File: src/design/a2d_pkg.sv
// ----------------------------------------------------------------------------
// a2d_pkg: shared types, constants and arithmetic helpers
// Q16.16 formats, op codes and the controller-to-datapath command struct.
// ----------------------------------------------------------------------------
package a2d_pkg;

    localparam int DATA_WIDTH = 32;
    localparam int FRAC_BITS  = 16;
    localparam int PROD_WIDTH = 2 * DATA_WIDTH;
    localparam int ACC_WIDTH  = DATA_WIDTH + 3;

    typedef logic signed [DATA_WIDTH-1:0] t_q;
    typedef logic signed [PROD_WIDTH-1:0] t_prod;
    typedef logic signed [ACC_WIDTH-1:0]  t_acc;

    localparam logic [2:0] OP_IDENT  = 3'd0;
    localparam logic [2:0] OP_TRANS  = 3'd1;
    localparam logic [2:0] OP_ROTATE = 3'd2;
    localparam logic [2:0] OP_SCALE  = 3'd3;
    localparam logic [2:0] OP_VERTEX = 3'd4;

    localparam t_q Q_MAX = {1'b0, {(DATA_WIDTH-1){1'b1}}};
    localparam t_q Q_MIN = {1'b1, {(DATA_WIDTH-1){1'b0}}};
    localparam t_q Q_ONE = t_q'(64'sd1 << FRAC_BITS);

    // Multiplier operand selects.
    typedef enum logic [3:0] {
        SEL_A, SEL_B, SEL_PX, SEL_PY, SEL_OMA, SEL_OMB, SEL_NB,
        SEL_E0, SEL_E1, SEL_E3, SEL_E4, SEL_M
    } t_sel;

    // Accumulator destinations.
    typedef enum logic [3:0] {
        DST_NONE, DST_E2, DST_E5, DST_N0, DST_N1, DST_N2,
        DST_N3, DST_N4, DST_N5, DST_OX, DST_OY
    } t_dst;

    typedef struct packed {
        logic       load;      // capture the input item
        logic       ident;     // matrix back to identity
        logic       setup;     // build E from the op
        logic       mul;       // issue one product
        t_sel       sel_l;
        t_sel       sel_r;
        logic [2:0] m_idx;
        logic       clr;       // start a new sum
        logic       sub;       // subtract the landing product instead of adding
        logic       add_e;     // add E column-two term after products
        logic       add_m;     // add matrix translation term
        t_dst       dst;       // write the finished sum
        logic       commit;    // copy new matrix into composite
    } t_cmd;

    function automatic t_q sat_acc(input t_acc v);
        if (v > t_acc'(Q_MAX)) return Q_MAX;
        if (v < t_acc'(Q_MIN)) return Q_MIN;
        return t_q'(v);
    endfunction

    // Floor shift by FRAC_BITS, then saturate.
    function automatic t_q sat_prod(input t_prod p);
        t_prod s;
        s = p >>> FRAC_BITS;
        if (s > t_prod'(Q_MAX)) return Q_MAX;
        if (s < t_prod'(Q_MIN)) return Q_MIN;
        return t_q'(s);
    endfunction

endpackage

File: src/design/a2d_datapath.sv
// ----------------------------------------------------------------------------
// a2d_datapath: matrix store, shared multiplier and accumulator
// One registered multiplier feeds a saturating accumulator under command.
// ----------------------------------------------------------------------------
module a2d_datapath (
    input  logic                 i_clk,
    input  a2d_pkg::t_cmd        i_cmd,
    input  logic [2:0]           i_op,
    input  logic signed [31:0]   i_val_a,
    input  logic signed [31:0]   i_val_b,
    input  logic signed [31:0]   i_ref_x,
    input  logic signed [31:0]   i_ref_y,
    input  logic                 i_rst_n,
    output logic signed [31:0]   o_x,
    output logic signed [31:0]   o_y
);
    import a2d_pkg::*;

    t_q r_a, r_b, r_px, r_py;
    t_q r_e [6];
    t_q r_m [6];
    t_q r_n [6];
    t_q r_ox, r_oy;
    t_prod r_p;
    logic  r_pv;
    t_q    r_sum;
    t_q    n_sum;
    t_q    opl, opr;
    t_q    oma, omb, nb;

    assign oma = sat_acc(t_acc'(Q_ONE) - t_acc'(r_a));
    assign omb = sat_acc(t_acc'(Q_ONE) - t_acc'(r_b));
    assign nb  = sat_acc(-t_acc'(r_b));

    function automatic t_q pick(input t_sel s, input logic [2:0] mi);
        case (s)
            SEL_A:   return r_a;
            SEL_B:   return r_b;
            SEL_PX:  return r_px;
            SEL_PY:  return r_py;
            SEL_OMA: return oma;
            SEL_OMB: return omb;
            SEL_NB:  return nb;
            SEL_E0:  return r_e[0];
            SEL_E1:  return r_e[1];
            SEL_E3:  return r_e[3];
            SEL_E4:  return r_e[4];
            SEL_M:   return r_m[mi];
            default: return '0;
        endcase
    endfunction

    assign opl = pick(i_cmd.sel_l, i_cmd.m_idx);
    assign opr = pick(i_cmd.sel_r, i_cmd.m_idx);

    always_comb begin
        t_acc acc;
        acc = i_cmd.clr ? '0 : t_acc'(r_sum);
        if (r_pv) begin
            if (i_cmd.sub) acc = acc - t_acc'(sat_prod(r_p));
            else           acc = acc + t_acc'(sat_prod(r_p));
        end
        // The vertex translation term joins both products under one saturation.
        if (i_cmd.add_m) acc = acc + t_acc'(
            (i_cmd.dst == DST_OX) ? r_m[2] : r_m[5]);
        n_sum = sat_acc(acc);
        if (i_cmd.add_e) n_sum = sat_acc(t_acc'(n_sum) + t_acc'(
            (i_cmd.dst == DST_N2) ? r_e[2] : r_e[5]));
    end

    always_ff @(posedge i_clk) begin
        r_p  <= t_prod'(opl) * t_prod'(opr);
        r_sum <= n_sum;
        if (i_cmd.load) begin
            r_a  <= i_val_a;
            r_b  <= i_val_b;
            r_px <= i_ref_x;
            r_py <= i_ref_y;
        end
        if (i_cmd.setup) begin
            case (i_op)
                OP_TRANS: begin
                    r_e[0] <= Q_ONE; r_e[1] <= '0; r_e[2] <= r_a;
                    r_e[3] <= '0; r_e[4] <= Q_ONE; r_e[5] <= r_b;
                end
                OP_ROTATE: begin
                    r_e[0] <= r_a; r_e[1] <= nb;
                    r_e[3] <= r_b; r_e[4] <= r_a;
                end
                OP_SCALE: begin
                    r_e[0] <= r_a; r_e[1] <= '0;
                    r_e[3] <= '0; r_e[4] <= r_b;
                end
                default: ;
            endcase
        end
        case (i_cmd.dst)
            DST_E2: r_e[2] <= n_sum;
            DST_E5: r_e[5] <= n_sum;
            DST_N0: r_n[0] <= n_sum;
            DST_N1: r_n[1] <= n_sum;
            DST_N2: r_n[2] <= n_sum;
            DST_N3: r_n[3] <= n_sum;
            DST_N4: r_n[4] <= n_sum;
            DST_N5: r_n[5] <= n_sum;
            DST_OX: r_ox <= n_sum;
            DST_OY: r_oy <= n_sum;
            default: ;
        endcase
    end

    // Matrix and the product-valid flag are control state.
    always_ff @(posedge i_clk) begin
        if (!i_rst_n || i_cmd.ident) begin
            r_m[0] <= Q_ONE; r_m[1] <= '0; r_m[2] <= '0;
            r_m[3] <= '0; r_m[4] <= Q_ONE; r_m[5] <= '0;
        end else if (i_cmd.commit) begin
            for (int k = 0; k < 6; k++) r_m[k] <= r_n[k];
        end
        if (!i_rst_n) r_pv <= 1'b0;
        else          r_pv <= i_cmd.mul;
    end

    assign o_x = r_ox;
    assign o_y = r_oy;
endmodule

File: src/design/a2d_ctrl.sv
// ----------------------------------------------------------------------------
// a2d_ctrl: sequencer for matrix updates and vertex transforms
// Steps through a microcode table, issuing at most one product per cycle.
// ----------------------------------------------------------------------------
module a2d_ctrl (
    input  logic          i_clk,
    input  logic          i_rst_n,
    input  logic          i_valid,
    output logic          o_ready,
    input  logic [2:0]    i_op,
    input  logic          i_last_vertex,
    output a2d_pkg::t_cmd o_cmd,
    output logic [2:0]    o_op,
    output logic          o_valid,
    input  logic          i_ready,
    output logic          o_last
);
    import a2d_pkg::*;

    typedef enum logic [3:0] {
        ST_IDLE = 4'b0001,
        ST_RUN  = 4'b0010,
        ST_OUT  = 4'b0100,
        ST_DONE = 4'b1000
    } t_state;

    t_state     r_state, n_state;
    logic [4:0] r_step;
    logic [2:0] r_op;
    logic       r_last, r_ovalid;
    logic [4:0] n_end;

    // Each step issues at most one product; it lands in the sum on the next step.
    function automatic t_cmd ucode(input logic [2:0] op, input logic [4:0] s);
        t_cmd c;
        logic [4:0] u;
        c = '0;
        c.sel_l = SEL_A; c.sel_r = SEL_A; c.dst = DST_NONE;
        // Rotate and scale first compute E2 and E5 (u = 0..4) and then run the
        // shared matrix product sequence from u = 5. Translate enters at u = 4,
        // an empty step that lets its E settle before the first product.
        u = (op == OP_TRANS) ? s + 5'd4 : s;
        if (op == OP_VERTEX) begin
            case (s)
                5'd0: begin c.mul = 1'b1; c.sel_l = SEL_M; c.m_idx = 3'd0; c.sel_r = SEL_A; end
                5'd1: begin c.mul = 1'b1; c.sel_l = SEL_M; c.m_idx = 3'd1; c.sel_r = SEL_B;
                            c.clr = 1'b1; end
                5'd2: begin c.mul = 1'b1; c.sel_l = SEL_M; c.m_idx = 3'd3; c.sel_r = SEL_A;
                            c.add_m = 1'b1; c.dst = DST_OX; end
                5'd3: begin c.mul = 1'b1; c.sel_l = SEL_M; c.m_idx = 3'd4; c.sel_r = SEL_B;
                            c.clr = 1'b1; end
                5'd4: begin c.add_m = 1'b1; c.dst = DST_OY; end
                default: ;
            endcase
            return c;
        end
        case (u)
            5'd0: begin c.mul = 1'b1;
                c.sel_l = (op == OP_ROTATE) ? SEL_PX : SEL_OMA;
                c.sel_r = (op == OP_ROTATE) ? SEL_OMA : SEL_PX; end
            5'd1: begin c.mul = (op == OP_ROTATE); c.sel_l = SEL_PY; c.sel_r = SEL_B;
                c.clr = 1'b1;
                if (op == OP_SCALE) c.dst = DST_E2; end
            5'd2: begin c.mul = 1'b1; c.clr = (op == OP_SCALE);
                c.sel_l = (op == OP_ROTATE) ? SEL_PY : SEL_OMB;
                c.sel_r = (op == OP_ROTATE) ? SEL_OMA : SEL_PY;
                if (op == OP_ROTATE) c.dst = DST_E2; end
            5'd3: begin c.mul = (op == OP_ROTATE); c.sel_l = SEL_PX; c.sel_r = SEL_B;
                c.clr = 1'b1;
                if (op == OP_SCALE) c.dst = DST_E5; end
            // For rotation the pivot x times sine is taken off the sum.
            5'd4: begin if (op == OP_ROTATE) begin c.sub = 1'b1; c.dst = DST_E5; end end
            5'd5, 5'd7, 5'd9, 5'd11, 5'd13, 5'd15: begin
                c.mul = 1'b1; c.sel_l = (u < 5'd11) ? SEL_E0 : SEL_E3;
                c.sel_r = SEL_M;
                c.m_idx = (u < 5'd11) ? 3'((u - 5'd5) >> 1) : 3'((u - 5'd11) >> 1);
            end
            5'd6, 5'd8, 5'd10, 5'd12, 5'd14, 5'd16: begin
                c.mul = 1'b1; c.sel_l = (u < 5'd11) ? SEL_E1 : SEL_E4;
                c.sel_r = SEL_M;
                c.m_idx = (u < 5'd11) ? 3'(5'd3 + ((u - 5'd6) >> 1)) :
                                        3'(5'd3 + ((u - 5'd12) >> 1));
                c.clr = 1'b1;
            end
            default: ;
        endcase
        // Finished sums for the new matrix land on the odd step after the pair.
        case (u)
            5'd7:  c.dst = DST_N0;
            5'd9:  c.dst = DST_N1;
            5'd11: begin c.dst = DST_N2; end
            5'd13: c.dst = DST_N3;
            5'd15: c.dst = DST_N4;
            5'd17: c.dst = DST_N5;
            5'd18: c.commit = 1'b1;
            default: ;
        endcase
        return c;
    endfunction

    // The add of E2/E5 for new entries 2 and 5 follows the second product.
    always_comb begin
        o_cmd = '0;
        o_cmd.sel_l = SEL_A; o_cmd.sel_r = SEL_A; o_cmd.dst = DST_NONE;
        n_state = r_state;
        n_end = (r_op == OP_VERTEX) ? 5'd4 : (r_op == OP_TRANS) ? 5'd14 : 5'd18;
        case (r_state)
            ST_IDLE: begin
                if (i_valid) begin
                    o_cmd.load = 1'b1;
                    if (i_op == OP_IDENT) o_cmd.ident = 1'b1;
                    else if (i_op == OP_TRANS || i_op == OP_ROTATE || i_op == OP_SCALE ||
                             i_op == OP_VERTEX) n_state = ST_RUN;
                end
            end
            ST_RUN: begin
                o_cmd = ucode(r_op, r_step);
                if (r_step == 5'd0) o_cmd.setup = 1'b1;
                if (o_cmd.dst == DST_N2 || o_cmd.dst == DST_N5) o_cmd.add_e = 1'b1;
                if (r_step == n_end)
                    n_state = (r_op == OP_VERTEX) ? ST_OUT : ST_IDLE;
            end
            ST_OUT: if (i_ready) n_state = ST_IDLE;
            default: n_state = ST_IDLE;
        endcase
    end

    always_ff @(posedge i_clk) begin
        if (!i_rst_n) begin
            r_state  <= ST_IDLE;
            r_step   <= '0;
            r_ovalid <= 1'b0;
        end else begin
            r_state <= n_state;
            r_step  <= (r_state == ST_RUN) ? r_step + 5'd1 : 5'd0;
            if (r_state == ST_RUN && n_state == ST_OUT) r_ovalid <= 1'b1;
            else if (i_ready) r_ovalid <= 1'b0;
        end
        if (r_state == ST_IDLE && i_valid) begin
            r_op   <= i_op;
            r_last <= i_last_vertex;
        end
    end

    assign o_ready = (r_state == ST_IDLE);
    assign o_valid = r_ovalid;
    assign o_last  = r_last;
    assign o_op    = r_op;
endmodule

File: src/design/affine_2d_transform_engine_top.sv
// ----------------------------------------------------------------------------
// affine_2d_transform_engine_top: 2D homogeneous affine transform engine
//
//   channel  signals                                        direction
//   input    i_valid/o_ready, i_op, i_val_a, i_val_b,       in
//            i_ref_x, i_ref_y, i_last_vertex
//   output   o_valid/i_ready, o_out_x, o_out_y, o_last      out
//
// One shared 32x32 multiplier, one product per cycle, sets the time.
// Identity needs no run; a vertex waits for the output transfer; translate
// runs shorter than rotate and scale. Reset loads the identity matrix. The
// block holds o_ready low while an item is worked on or its result waits.
// ----------------------------------------------------------------------------
module affine_2d_transform_engine_top (
    input  logic               i_clk,
    input  logic               i_rst_n,
    input  logic               i_valid,
    output logic               o_ready,
    input  logic [2:0]         i_op,
    input  logic signed [31:0] i_val_a,
    input  logic signed [31:0] i_val_b,
    input  logic signed [31:0] i_ref_x,
    input  logic signed [31:0] i_ref_y,
    input  logic               i_last_vertex,
    output logic               o_valid,
    input  logic               i_ready,
    output logic signed [31:0] o_out_x,
    output logic signed [31:0] o_out_y,
    output logic               o_last
);
    import a2d_pkg::*;

    t_cmd       cmd;
    logic [2:0] op_q;

    a2d_ctrl u_ctrl (
        .i_clk(i_clk), .i_rst_n(i_rst_n), .i_valid(i_valid), .o_ready(o_ready),
        .i_op(i_op), .i_last_vertex(i_last_vertex), .o_cmd(cmd), .o_op(op_q),
        .o_valid(o_valid), .i_ready(i_ready), .o_last(o_last)
    );

    a2d_datapath u_dp (
        .i_clk(i_clk), .i_cmd(cmd), .i_op(op_q), .i_val_a(i_val_a),
        .i_val_b(i_val_b), .i_ref_x(i_ref_x), .i_ref_y(i_ref_y),
        .i_rst_n(i_rst_n), .o_x(o_out_x), .o_y(o_out_y)
    );
endmodule
File: config.mk
export PLATFORM = sky130hd
export DESIGN_NAME = affine_2d_transform_engine_top
export DESIGN_NICKNAME = d
export VERILOG_FILES = /design/src/design/a2d_pkg.sv /design/src/design/a2d_datapath.sv /design/src/design/a2d_ctrl.sv /design/src/design/affine_2d_transform_engine_top.sv
export SDC_FILE = /design/constraint.sdc
export NUM_CORES = 2
export LEC_CHECK = 0
export ABC_AREA = 1
export BUFFER_PORTS_ARGS = -buffer_cell sky130_fd_sc_hd__buf_4
export CORE_AREA = 4 4 393 550
export DETAILED_ROUTE_END_ITERATION = 8
export DIE_AREA = 0 0 397 554
export GPL_TIMING_DRIVEN = 0
export SLEW_MARGIN = 20
export SYNTH_ARGS = -nofsm -noshare
export SYNTH_HDL_FRONTEND = slang
export SYNTH_SLANG_ARGS = --single-unit
File: constraint.sdc
create_clock -name i_clk -period 20.8 [get_ports i_clk]
set_input_delay 3.12 -clock i_clk [delete_from_list [all_inputs] [get_ports i_clk]]
set_output_delay 3.12 -clock i_clk [all_outputs]
set_load 0.02 [all_outputs]
# Word level (Yosys, flattened, before mapping)

Memories as Yosys holds them, arrays and structs flattened.
Cells that the tools add are included.

Bits in registers: 303
Memory bits (writable): 576
Logic and storage cells: 331
Memories kept: 3

$add $sub $neg: 15
Multipliers: 1
Order comparisons: 13
Equal/unequal tests: 69
Multiplexer cells: 176
Bitwise operators: 16
Reduce and logical (&&, ||, !) cells: 24

Memory list:

| memory   | depth | width | rd ports | clocked after memory_dff | wr ports | line               | text |
|---|---|---|---|---|---|---|---|
| u_dp.r_e | 6     | 32    | 6        | 0                        | 6        | a2d_datapath.sv:20 | `t_q r_e [6];` |
| u_dp.r_m | 6     | 32    | 3        | 0                        | 6        | a2d_datapath.sv:21 | `t_q r_m [6];` |
| u_dp.r_n | 6     | 32    | 6        | 0                        | 1        | a2d_datapath.sv:22 | `t_q r_n [6];` |

Operators with widths:

| operator                                                        | count |
|---|---|
| two-way mux 32 bit                                              | 52 |
| case mux 32 bit (12 select lines)                               | 2 |
| two-way mux 35 bit                                              | 6 |
| greater-than comparator 35 x 32 -> 1 bit, second input constant | 5 |
| less-than comparator 35 x 32 -> 1 bit, second input constant    | 5 |
| OR reduction 32 bit                                             | 5 |
| two-way mux 1 bit                                               | 74 |
| two-way mux 24 bit                                              | 3 |
| subtractor 18 x 32 -> 33 bit, first input constant              | 2 |
| multiplier 32 x 32 -> 64 bit                                    | 1 |
| == test 4 x 3 -> 1 bit, second input constant                   | 15 |
| case mux 9 bit (6 select lines)                                 | 1 |
| == test 4 bit, second input constant                            | 12 |
| greater-than comparator 48 x 32 -> 1 bit, second input constant | 1 |
| less-than comparator 48 x 32 -> 1 bit, second input constant    | 1 |
| case mux 12 bit (4 select lines)                                | 1 |
| == test 5 x 4 -> 1 bit, second input constant                   | 8 |
| two-way mux 4 bit                                               | 10 |
| two-way mux 3 bit                                               | 12 |
| adder 32 x 35 -> 35 bit                                         | 1 |
| adder 35 x 32 -> 35 bit                                         | 1 |
| adder 35 bit                                                    | 1 |
| negator 32 -> 35 bit                                            | 1 |
| subtractor 35 x 32 -> 35 bit                                    | 1 |
| 39 further kinds                                                | 93 |

# Logic depth before layout (Yosys ltp)

Word-level depth: 45
Gate-level depth with buffers: 80

# Cells and area by module

From an unflattened synthesis, not the netlist that was laid out.

Cells, all modules: 10099
Area, all modules: 84903.9 µm²

Modules (own cells, without submodules):

| module       | times used | cells each | area an instance (µm²) |
|---|---|---|---|
| a2d_datapath | 1          | 9835       | 83192.3 |
| a2d_ctrl     | 1          | 264        | 1711.6 |

# Worst setup path before layout

OpenSTA, ideal clock, no wires.

Kind: reg-to-reg
Start point: register u_ctrl.r_step[2]
End point: memory u_dp.r_m[0][0] (netlist name) (enable)
Arrival time: 15333 ps
Data required time: 19776 ps
Setup slack: 4444 ps
Cell stages (with the launch flop): 9
Period minus slack after synthesis: 16356 ps
Cells stage by stage: dfxtp_1 inv_1 ha_1 inv_1 nand2_1 nand2_2 ha_1 nand2_1 o31ai_1

RTL lines:

| item                   | line               | text |
|---|---|---|
| from (decl)            | a2d_ctrl.sv:28     | `logic [4:0] r_step;` |
| from (signal assigned) | a2d_ctrl.sv:135    | `r_step <= (r_state == ST_RUN) ? r_step + 5'd1 : 5'd0;` |
| to (decl)              | a2d_datapath.sv:21 |  |

# Worst setup path in the final report

Start point: register u_ctrl.r_op[1], in the netlist u_ctrl.o_op[1]
End point: register u_dp.r_oy[22], in the netlist u_dp.o_y[22] (data pin)

Longest elaborated chain between the ends: 27
Elaborated cells on any way between the ends: 73
Those cells by class: 4 x add/sub; 4 x order compare; 24 x eq/ne; 39 x mux; 2 x reduce/logical

Ends and longest elaborated chain:

| item                                           | line                | text |
|---|---|---|
| from (decl)                                    | a2d_ctrl.sv:29      | `logic [2:0] r_op;` |
| from (signal assigned)                         | a2d_ctrl.sv:140     | `r_op <= i_op;` |
| == test 3 x 1 -> 1 bit                         | a2d_ctrl.sv:42      | `u = (op == OP_TRANS) ? s + 5'd4 : s;` |
| two-way mux 5 bit                              | a2d_ctrl.sv:42      |  |
| == test 5 x 1 -> 1 bit (tied with other cells) | a2d_ctrl.sv:57      | `case (u)` |
| OR reduction 8 bit (no source line)            | --                  |  |
| case mux 1 bit (2 select lines)                | a2d_ctrl.sv:57      |  |
| two-way mux 24 bit (*)                         | a2d_ctrl.sv:57      |  |
| two-way mux 24 bit (*)                         | a2d_ctrl.sv:107     | `case (r_state)` |
| two-way mux 22 bit (*)                         | a2d_ctrl.sv:107     |  |
| [11 not listed]                                | --                  |  |
| adder 32 x 35 -> 35 bit                        | a2d_datapath.sv:67  | `if (i_cmd.add_e) n_sum = sat_acc(t_acc'(n_sum) + t_acc'(` |
| less-than comparator 35 x 32 -> 1 bit          | a2d_pkg.sv:56       | `if (v < t_acc'(Q_MIN)) return Q_MIN;` |
| two-way mux 1 bit (2 in series)                | a2d_pkg.sv:56       |  |
| two-way mux 1 bit                              | a2d_datapath.sv:67  |  |
| two-way mux 32 bit                             | a2d_pkg.sv:57       | `return t_q'(v);` |
| two-way mux 32 bit                             | a2d_pkg.sv:56       |  |
| two-way mux 32 bit (*)                         | a2d_datapath.sv:67  |  |
| via u_dp.n_sum[22]                             | a2d_datapath.sv:27  | `t_q n_sum;` |
| to (signal assigned)                           | a2d_datapath.sv:107 | `DST_OY: r_oy <= n_sum;` |
| to (decl)                                      | a2d_datapath.sv:23  | `t_q r_ox, r_oy;` |

The timed path passes the listed nets; every way through them passes the cells marked *. The select of a mux whose other input is x is not followed.
A chain may end at the register's enable or synchronous reset.

==> impl_metrics.tcl <==
set metrics [dict create \
    status "finished clean" \
    critical_path.most_common_cell "nand2_1" \
    critPathSlowestCell "and2_1" \
    antenna_found_initial 31 \
    synth_seq_cells 863 \
    timing.rr.start "u_ctrl.o_op[1]" \
    pin_count 203 \
    fin_nets 11800 \
    yosysTopAreaCellShare_pct 27.6 \
    cts_sinks 863 \
    layout_common_cells "nand2_1, inv_1, fa_1, nor2_1, edfxtp_1" \
    dp_hpwl_um 377000 \
    synthFlopType "edfxtp_1" \
    cts-buffers-inserted 91 \
    hold_path.class "flip-flop to flip-flop" \
    grt_first_pass_wirelength_um 603000 \
    ff2ff_setup_slack_ps 4060 \
    tightest_slew_ps 1330 \
    crit_path_max_fanout 10 \
    final_max_slew_viol_count 0 \
    die_area_um2 220000 \
    first_pass_iters 7 \
    drtAntennaViolNets 0 \
    layout_commonest_cell "nand2_1" \
    syn_avg_cell_area_um2 8.45 \
    die_h_um 554 \
    rsz0062_at_grt "no" \
    syn_to_final_growth_pct 11.3 \
    cts-root-buf "clkbuf_16" \
    yosysWarningCount 0 \
    cts_tree "done" \
    yosysSeqAreaShare_pct 29.8 \
    timing.rr.end "u_dp.o_y[22]" \
    ctsHoldBuffers 0 \
    gr-total-overflow 0 \
    crit_start "u_ctrl.o_op[1]" \
    die_x_um 397 \
    initial_core_util_pct 39.7 \
    max_slew_margin_pct 10.8 \
    holdPathStages 2 \
    synth_edf_count 772 \
    grt_max_degree 54 \
    period_minus_slack_ps 16740 \
    clk_latency_ps 780 \
    setup_viol 0 \
    synth.cell_area_um2 83900 \
    clkTransAtPathRegs_ps 60 \
    synth_cell_types 70 \
    synthArstFlopShare_pct 0 \
    worst_setup_path_end_kind "flip-flop" \
    timing.hold.ws_ps 491 \
    crit_type "flip-flop to flip-flop" \
    finalCritPeriodShare_pct 80.5 \
    cp_slowest_stage_delay_ps 940 \
    drt_wl_total_um 446000 \
    synth_area_leaders "edfxtp_1, fa_1, nand2_1" \
    port_buffers 202 \
    fin_skew_ps 85.1 \
    drt_iter0_drc 6762 \
    place_congestion 1.07 \
    max_cap_violations 0 \
    multiInputGateArea_um2 49800 \
    vias 73100 \
    clockBufferDepth 3 \
    routedWlPerCell_um 33.7 \
    area.sequential_um2 25000 \
    arrival_ps 17080 \
    fillers 21400 \
    critPathLaunchType "flip-flop" \
    h-tree-depth 3 \
    cts_resized 0 \
    post-synth-top-area-cell "edfxtp_1" \
    routed_via_density 5.53 \
    hold_end "u_ctrl.o_valid" \
    required_ps 21140 \
    max_freq_ghz 0.0597 \
    grt_pass1_vias 75100 \
    drive_gt1_share_pct 7.32 \
    core_um2 211000 \
    ff2ff_path_depth 67 \
    syn_inst 9931 \
    rows 200 \
    synthesis.nets 11500 \
    drc 0 \
    min_from "u_ctrl.o_valid" \
    final_hold_viol_count 0 \
    grt_usage_pct 40.2 \
    cts_setup_buffers 0 \
]
==> metal layers <==
metal  vias up  wire length, um  share of wire, %  global-route usage (%)
met5         -               55             0.012                       0
met1     36900           143000                32                    40.3
met2      3345           221000                50                    69.9
met3      1266            28100               6.3                    6.84
met4         8            53700                12                    38.2
li1      31600                -                 -                       -
==> per-stage QoR <==
stage / cells / setup WS, ps / utilization (%) / cell area (um^2) / TNS, ps
floorplan: 9931 / 4440 / - / 83900 / 0
global placement: 13000 / -8180 / 42.1 / 89000 / -1565910
detailed placement: 13000 / 4480 / 42.7 / 90200 / 0
CTS: 13200 / 4360 / 44.1 / 93300 / 0
global route: 13200 / 3370 / 44.1 / 93400 / 0
finish: 13200 / 4060 / 44.2 / 93400 / 0
==> synthesized netlist by cell type, types with 16 or more instances <==
master and instances:
edfxtp_1 772, xor2_1 101, nor3_1 42, o22ai_1 74, a22o_1 27, a31oi_1 59, buf_2 135, nor2_1 971
a221oi_1 31, nand2_1 2351, and2_1 32, nand3_1 395, clkbuf_1 193, inv_2 30, a211oi_1 35, dfxtp_1 91
nor4_1 22, o211ai_1 24, o21ai_0 361, o21ai_1 55, fa_1 1085, xnor2_1 66, clkinv_1 16, inv_1 2053
nand4_1 51, a21oi_1 312, a2111oi_0 19, buf_1 26, or2_2 18, ha_1 301, o21a_1 18
==> flip-flops by register name (all words and copies together) (netlist names), 48 cells and up <==
| register | cells |
|---|---|
| u_dp.r_e | 192 |
| u_dp.r_m | 192 |
| u_dp.r_n | 192 |
| u_dp.r_p | 48 |
==> final cells by class <==
cell class                 count  area share [%]
multi-input combinational   6607            53.3
sequential                   863            26.8
inverter                    2099            8.44
tap                         2828            3.79
timing repair buffer         277            2.61
clock buffer                 102            2.51
buffer                       362            1.73
clock inverter                64           0.792
antenna                       20          0.0536
==> worst max-delay path, delay by kind of cell, from the launching register on <==
family                   cells  cell delay (ps)
AO/OA/AOI/OAI               19             5720
adder cells (fa/ha/maj)      4             1200
buffers and inverters       12             2850
flip-flops                   1              550
AND/OR/NAND/NOR             32             5930
==> worst max path at each step <==
stage                      end  slack [ps]  depth (start not counted)
5_1_grt           u_dp.o_x[22]        3370                         67
3_5_place_dp   u_dp.r_n[5][23]        4480                         67
4_1_cts        u_dp.r_e[0][65]        4360                         68
6_report          u_dp.o_y[22]        4060                         67
3_3_place_gp   u_dp.r_m[1][11]       -8180                          5
2_1_floorplan   u_dp.r_m[0][0]        4440                          8
==> kinds of logic after synthesis <==
group                      share of synthesized area, %
xor gates and xnor gates                           1.74
DFF                                                29.8
AOI/OAI and AO/OA                                  7.71
other                                           0.00447
and+or+nand+nor                                    19.1
buffers and inverters                              11.3
adders and majority gates                          30.4
muxes                                            0.0239
Power is not shown: default switching activity piles up to over one toggle a cycle in this logic, so the estimate is an artifact.
